$ cat config.mk
export PLATFORM = sky130hd
export DESIGN_NAME = rbmv_queue
export DESIGN_NICKNAME = d
export VERILOG_FILES = /design/src/rbmv_pkg.sv /design/src/rbmv_queue.sv
export SDC_FILE = /design/constraint.sdc
export NUM_CORES = 1
export LEC_CHECK = 0
export BUFFER_PORTS_ARGS = -buffer_cell sky130_fd_sc_hd__buf_4
export CAP_MARGIN = 20
export CORE_UTILIZATION = 60
export CTS_BUF_LIST = sky130_fd_sc_hd__clkbuf_16
export DETAILED_ROUTE_END_ITERATION = 8
export PLACE_DENSITY_LB_ADDON = 0.1
export SLEW_MARGIN = 20
export SYNTH_ARGS = -nofsm -noshare
export SYNTH_HDL_FRONTEND = slang
export SYNTH_SLANG_ARGS = --single-unit
$ cat constraint.sdc
create_clock -name clock -period 16.1 [get_ports clock]
set_input_delay 3.22 -clock clock [delete_from_list [all_inputs] [get_ports clock]]
set_output_delay 3.22 -clock clock [all_outputs]
set_load 0.02 [all_outputs]
$ cat src/rbmv_pkg.sv
// shared types and constants for the rectangular brush mask value unit
`timescale 1ns / 1ps

package rbmv_pkg;

   localparam int COORD_FRAC_BITS_DEF = 4;
   localparam int COEFF_FRAC_BITS_DEF = 22;

   localparam int ROT_BITS  = 14;
   localparam int WORK_BITS = 24;
   localparam int FADE_BITS = 16;
   localparam int SAT_EXP   = WORK_BITS + 16;
   localparam int CLAMP_EXP = 38;

   localparam int COORD_W   = 16;
   localparam int COEFF_W   = 24;
   localparam int ROT_W     = 16;
   localparam int VALUE_W   = 8;
   localparam int MAG_W     = 16;
   localparam int PROD_W    = 33;
   localparam int SUM_W     = 34;
   localparam int RMAG_W    = 32;
   localparam int RXA_W     = 33;
   localparam int NX_W      = 56;
   localparam int FX_W      = 57;
   localparam int N24_W     = WORK_BITS + 1;
   localparam int F24_W     = CLAMP_EXP + 1;
   localparam int NUM_W     = N24_W + F24_W + 2;
   localparam int DEN_W     = F24_W + 1;
   localparam int NMAG_W    = 63;
   localparam int DMAG_W    = F24_W;
   localparam int QUOT_BITS = WORK_BITS + 1;
   localparam int QBIT_W    = $clog2(QUOT_BITS);
   localparam int RET_W     = QUOT_BITS + 1;
   localparam int SCALED_W  = RET_W + VALUE_W;

   localparam int FRONT_STAGES = 5;
   localparam int INFLIGHT_W   = $clog2(FRONT_STAGES + 1);
   localparam int QUEUE_DEPTH  = 8;
   localparam int QUEUE_PTR_W  = $clog2(QUEUE_DEPTH);
   localparam int QUEUE_CNT_W  = QUEUE_PTR_W + 1;
   localparam int LATENCY      = FRONT_STAGES + 1 + 3 + QUOT_BITS + 2;

   localparam int CSR_ADDR_W = 5;
   localparam int CSR_DATA_W = 32;

   typedef enum logic [2:0] {
      REG_NORM_X,
      REG_NORM_Y,
      REG_FADE_X,
      REG_FADE_Y,
      REG_ROT_COS,
      REG_ROT_SIN,
      REG_ANTIALIAS,
      REG_MASK_EMPTY
   } reg_idx_type;

   typedef struct packed {
      logic [COEFF_W-1:0]       norm_coeff_x;
      logic [COEFF_W-1:0]       norm_coeff_y;
      logic [COEFF_W-1:0]       fade_coeff_x;
      logic [COEFF_W-1:0]       fade_coeff_y;
      logic signed [ROT_W-1:0]  rotation_cos;
      logic signed [ROT_W-1:0]  rotation_sin;
      logic                     antialias_enable;
      logic                     mask_empty;
   } cfg_type;

   typedef struct packed {
      logic               force_full;
      logic               fade_gt_x;
      logic               fade_gt_y;
      logic [N24_W-1:0]   n24_x;
      logic [N24_W-1:0]   n24_y;
      logic [F24_W-1:0]   f24_x;
      logic [F24_W-1:0]   f24_y;
   } item_type;

endpackage

$ cat src/rbmv_queue.sv
// short queue between the front and back parts
`timescale 1ns / 1ps

module rbmv_queue (
   input  logic                               clock,
   input  logic                               reset,
   input  logic                               push,
   input  rbmv_pkg::item_type                 push_item,
   output logic                               pop,
   output rbmv_pkg::item_type                 pop_item,
   output logic [rbmv_pkg::QUEUE_CNT_W-1:0]   level
);
   import rbmv_pkg::*;

   item_type entry_ff [QUEUE_DEPTH];
   logic [QUEUE_PTR_W-1:0] wr_ptr_ff, wr_ptr_in, rd_ptr_ff, rd_ptr_in;
   logic [QUEUE_CNT_W-1:0] count_ff, count_in;

   always_comb begin
      pop       = count_ff != '0;
      pop_item  = entry_ff[rd_ptr_ff];
      wr_ptr_in = push ? wr_ptr_ff + 1'b1 : wr_ptr_ff;
      rd_ptr_in = pop ? rd_ptr_ff + 1'b1 : rd_ptr_ff;
      count_in  = count_ff + QUEUE_CNT_W'(push) - QUEUE_CNT_W'(pop);
   end

   always_ff @(posedge clock) begin
      if (reset) begin
         wr_ptr_ff <= '0;
         rd_ptr_ff <= '0;
         count_ff  <= '0;
      end else begin
         wr_ptr_ff <= wr_ptr_in;
         rd_ptr_ff <= rd_ptr_in;
         count_ff  <= count_in;
      end
   end

   always_ff @(posedge clock) begin
      if (push) begin
         entry_ff[wr_ptr_ff] <= push_item;
      end
   end

   assign level = count_ff;

endmodule

After elaboration in Yosys (flattened, before gate mapping):

Memories as Yosys holds them, arrays and structs flattened. A register that Yosys moved wholly into a read port is not among the register bits.
Index checks and enable logic that the tools add are counted.

* register bits: 10
* bits in writable memories: 1048
* bits of input ports: 134
* word-level logic and storage cells: 13
* memories: 1

Memory list
* entry_ff: depth 8, width 131, rd ports 1, clocked after memory_dff 1, wr ports 1, RTL line rbmv_queue.sv:15 `item_type entry_ff [QUEUE_DEPTH];`

* add/sub/neg operators: 4
* muxes and demuxes: 4
* reduce and logical (&&, ||, !) cells: 1

Operators by type and width (number)
* $add A3 B1 Y3 const B: 2
* $mux W3: 2
* $add A4 B1 Y4: 1
* $reduce_bool A4 Y1: 1
* $sub A4 B1 Y4: 1
* $mux W1: 2

Logic depth before layout (Yosys ltp):

* depth in word-level cells: 3
* depth in mapped cells: 11
* depth with buffers taken out: 11

Worst setup path before layout:

OpenSTA, ideal clock, no wires.

* kind: in2reg
* start: input push
* end: memory entry_ff[0][0] in the netlist's numbering (enable)
* setup time: 782 ps
* data arrival time: 12155 ps
* slack: 3164 ps
* cell stages on the path: 2
* buffers on the path: 0
* cells stage by stage: nand2b_1 > nor3_1

* longest elaborated chain between the ends: 2

Ends and longest elaborated chain
* start, declared: RTL line rbmv_queue.sv:7 `input logic push,`
* $mux W1: RTL line rbmv_queue.sv:40 `if (push) begin`
* $mux W1 (not written as such): RTL line rbmv_queue.sv:41 `entry_ff[wr_ptr_ff] <= push_item;`
* end, declared: RTL line rbmv_queue.sv:15

Every way passes these cells.

==> impl_summary.log <==
INFO  metric timing_max_transition_violations_final = 0
INFO  metric ys.warnings.count = 0
INFO  metric slew-limit-headroom = between 30% and 40%
INFO  metric synth_top_cell_by_area = edfxtp_1
INFO  metric cts_tree = built
INFO  metric wire_length_of_the_first_global_routing_pass = 114000 um
INFO  metric postCtsSetupRepairBufs = 0
INFO  metric cts.htree.levels = 3
INFO  metric cts-root-to-sink-buffers = 3
INFO  metric final.setup.tns = 0 ns
INFO  metric timing_worst_setup_path_type = reg -> out
INFO  metric critPathArrivalTime = 4.67 ns
INFO  metric antenna_found_initial = 9
INFO  metric avgSynthCellArea = between 20 and 30 um^2
INFO  metric final-setup-viol-count = 0
INFO  metric detail_route.drc_violations = 0
INFO  metric routedWlPerCell = 26.9 um
INFO  metric cts_buffers = 103
INFO  metric skew = 0.0253 ns
INFO  metric postCtsHoldBufs = 0
INFO  metric place_hpwl = ~40000 um
INFO  metric worst_setup_hold_path_clk_slew = 0.06 ns
INFO  metric critical_path.max_fanout = 67
INFO  metric layout-area-overhead-vs-synth = 16.2%
INFO  metric placement_rows = 94
INFO  metric synth_fp_nets = 1726
INFO  metric start_util = around 61%
INFO  metric grt_setup_unrepaired = false
INFO  metric gp_routability_congestion = 0.730
INFO  metric synth.top_cells.by_area = edfxtp_1 79%, mux4_2 15%, mux2_2 3.7%
INFO  metric count_of_routing_violations_after_the_opening_detailed_route_iteration = around 1300
INFO  metric synth_top_area_share = between 70 and 80%
INFO  metric postLayoutCoreUtil = 70.6%
INFO  metric max_cap_viol_count = 0
INFO  metric worst_ir_drop_vdd = 0.123 mV
INFO  metric end_kind = output port
INFO  metric postSynthRegisterBits = 1061
INFO  metric worst-endpoint-required = 12.88 ns
INFO  metric core = 65700 um^2
INFO  metric p_total = between 7 and 8 mW
INFO  metric worst_setup_sp_type = flip-flop
INFO  metric detail_route.vias_per_cell = 6.09
INFO  metric fraction_of_final_layout_cells_sized_beyond_drive_strength_1 = 42.8%
INFO  metric track_usage = 23.3%
INFO  metric fp.dieH = between 200 and 300 um
INFO  metric via_count_of_the_first_global_routing_pass = 18400
INFO  metric syn-cell-area = 39900 um^2
INFO  metric cts_root_buf = clkbuf_16
INFO  metric route.antenna.remaining_nets = 0
INFO  metric overall_routed_net_length = 77000 um
INFO  metric run_status = finished, final reports clean
INFO  metric number_of_nets_in_the_layout = 2056
INFO  metric ys_seq_area_share = 79.5%
INFO  metric synth_cell_type_count = 25
INFO  metric die_w = 260 um
INFO  metric syn-instance-count = 1584
INFO  metric clk_latency = 0.65 ns
INFO  metric final_common_cell = edfxtp_1
INFO  metric hold_violations = 0
INFO  metric port_buffers = 269
INFO  metric numClockSinks = approximately 1100
INFO  metric detailed_routing_iteration_count_for_the_pre_antenna_repair_pass = 5
INFO  metric timing.hold.worst.class = reg -> reg
INFO  metric maximum_number_of_pins_on_one_net_before_global_route_repair = 132
INFO  metric leakage = 14.9 nW
INFO  metric final.period_utilization = 49.0%
INFO  metric globalRoute.totalOverflow = 0
INFO  metric worst-slew-pin-transition = between 1 and 1.5 ns
INFO  metric power_per_cell_area = 156 nW/um^2
INFO  metric die_footprint = 67600 um^2
INFO  metric layout.cells.most_common_list = 1048 x edfxtp_1, 292 x buf_4, 262 x mux4_2, 131 x mux2_2, 106 x clkbuf_16
INFO  metric post_cts_resized = 0
INFO  metric max_freq = 127 MHz
INFO  metric design.portCount = 270
INFO  metric final_period_minus_worst_setup_slack = 7.89 ns
INFO  metric vias = 17400
## per-stage QoR
step	setup WS (ns)	cells	instance area [um^2]	hold slack [ns]
after detailed placement	8.83	2671	42900	0.485
after global placement	8.89	2671	42900	0.473
final	8.21	2861	46400	0.493
after CTS	8.12	2855	46300	0.496
after floorplan	3.16	1584	39900	0.460
after global routing	7.98	2859	46400	0.525
## path summary, 6_finish.rpt
check	from	end	slack (ns)	cells past startpoint
setup reg to reg	wr_ptr_ff[2]	entry_ff[2][124]	12.86	4
hold / removal	rd_ptr_ff[2]	flip-flop	0.49	2
setup / recovery	flip-flop	pop_item[48]	8.21	6
hold reg to reg	rd_ptr_ff[2]	flip-flop	0.49	2
## where the power goes
group          internal (mW)  switching [mW]
Clock                   1.44           0.967
Sequential              3.12          0.0482
Combinational          0.831           0.846
## per-layer routing
metal / share of wire, % / global-route usage, % / vias up / routed length [um]
met3: 6.7 / 5.32 / 103 / 5180
met2: 50 / 37.4 / 458 / 38300
li1: - / - / 7454 / -
met1: 42 / 32.6 / 9386 / 32000
met4: 1.9 / 6.70 / 10 / 1430
met5: 0.088 / 0 / - / 68
## flip-flops by register name, indices dropped and copies added (netlist names), named ones only
name and cells:
level 4, rd_ptr_ff 3, wr_ptr_ff 3, entry_ff 1048
## logic make-up after synthesis
| logic type | Yosys count | synth area share (%) |
|---|---|---|
| flops | 1061 | 79.5 |
| mux | 395 | 18.5 |
| fa+ha+maj | 8 | 0.270 |
| simple gates | 28 | 0.320 |
| compound gates | 5 | 0.0721 |
| xor+xnor | 4 | 0.0878 |
| buf+inv | 83 | 1.24 |
## Yosys cell counts
master	count
buf_2	28
buf_1	8
clkbuf_1	18
nor2b_1	1
ha_1	7
xnor2_1	1
nor3_1	2
nand2_1	3
inv_1	9
nor2_1	15
a31o_2	1
buf_6	20
or3_1	1
fa_1	1
a21oi_1	3
edfxtp_1	1048
mux2_2	131
mux2i_1	2
nor3b_1	1
o21ai_0	1
dfxtp_1	13
nand2b_1	4
nand3_1	1
mux4_2	262
xor2_1	3
## final cells by class
type                       instances  area, um^2
tap                              864        1080
fill                            3858       19400
timing repair buffer             299        2350
multi-input combinational        440        7750
clock buffer                     106        2650
antenna                            4        10.0
clock inverter                    78         776
sequential                      1061       31700
inverter                           9        33.8
## worst max-delay path, stage by stage (launching register included)
cell and delay [ns]:
dfxtp_4 0.41, buf_4 0.72, buf_4 0.90, buf_4 0.86, mux4_2 0.43, mux2_2 0.28, buf_4 0.16
Note: power is estimated with default switching activity, not from simulation.
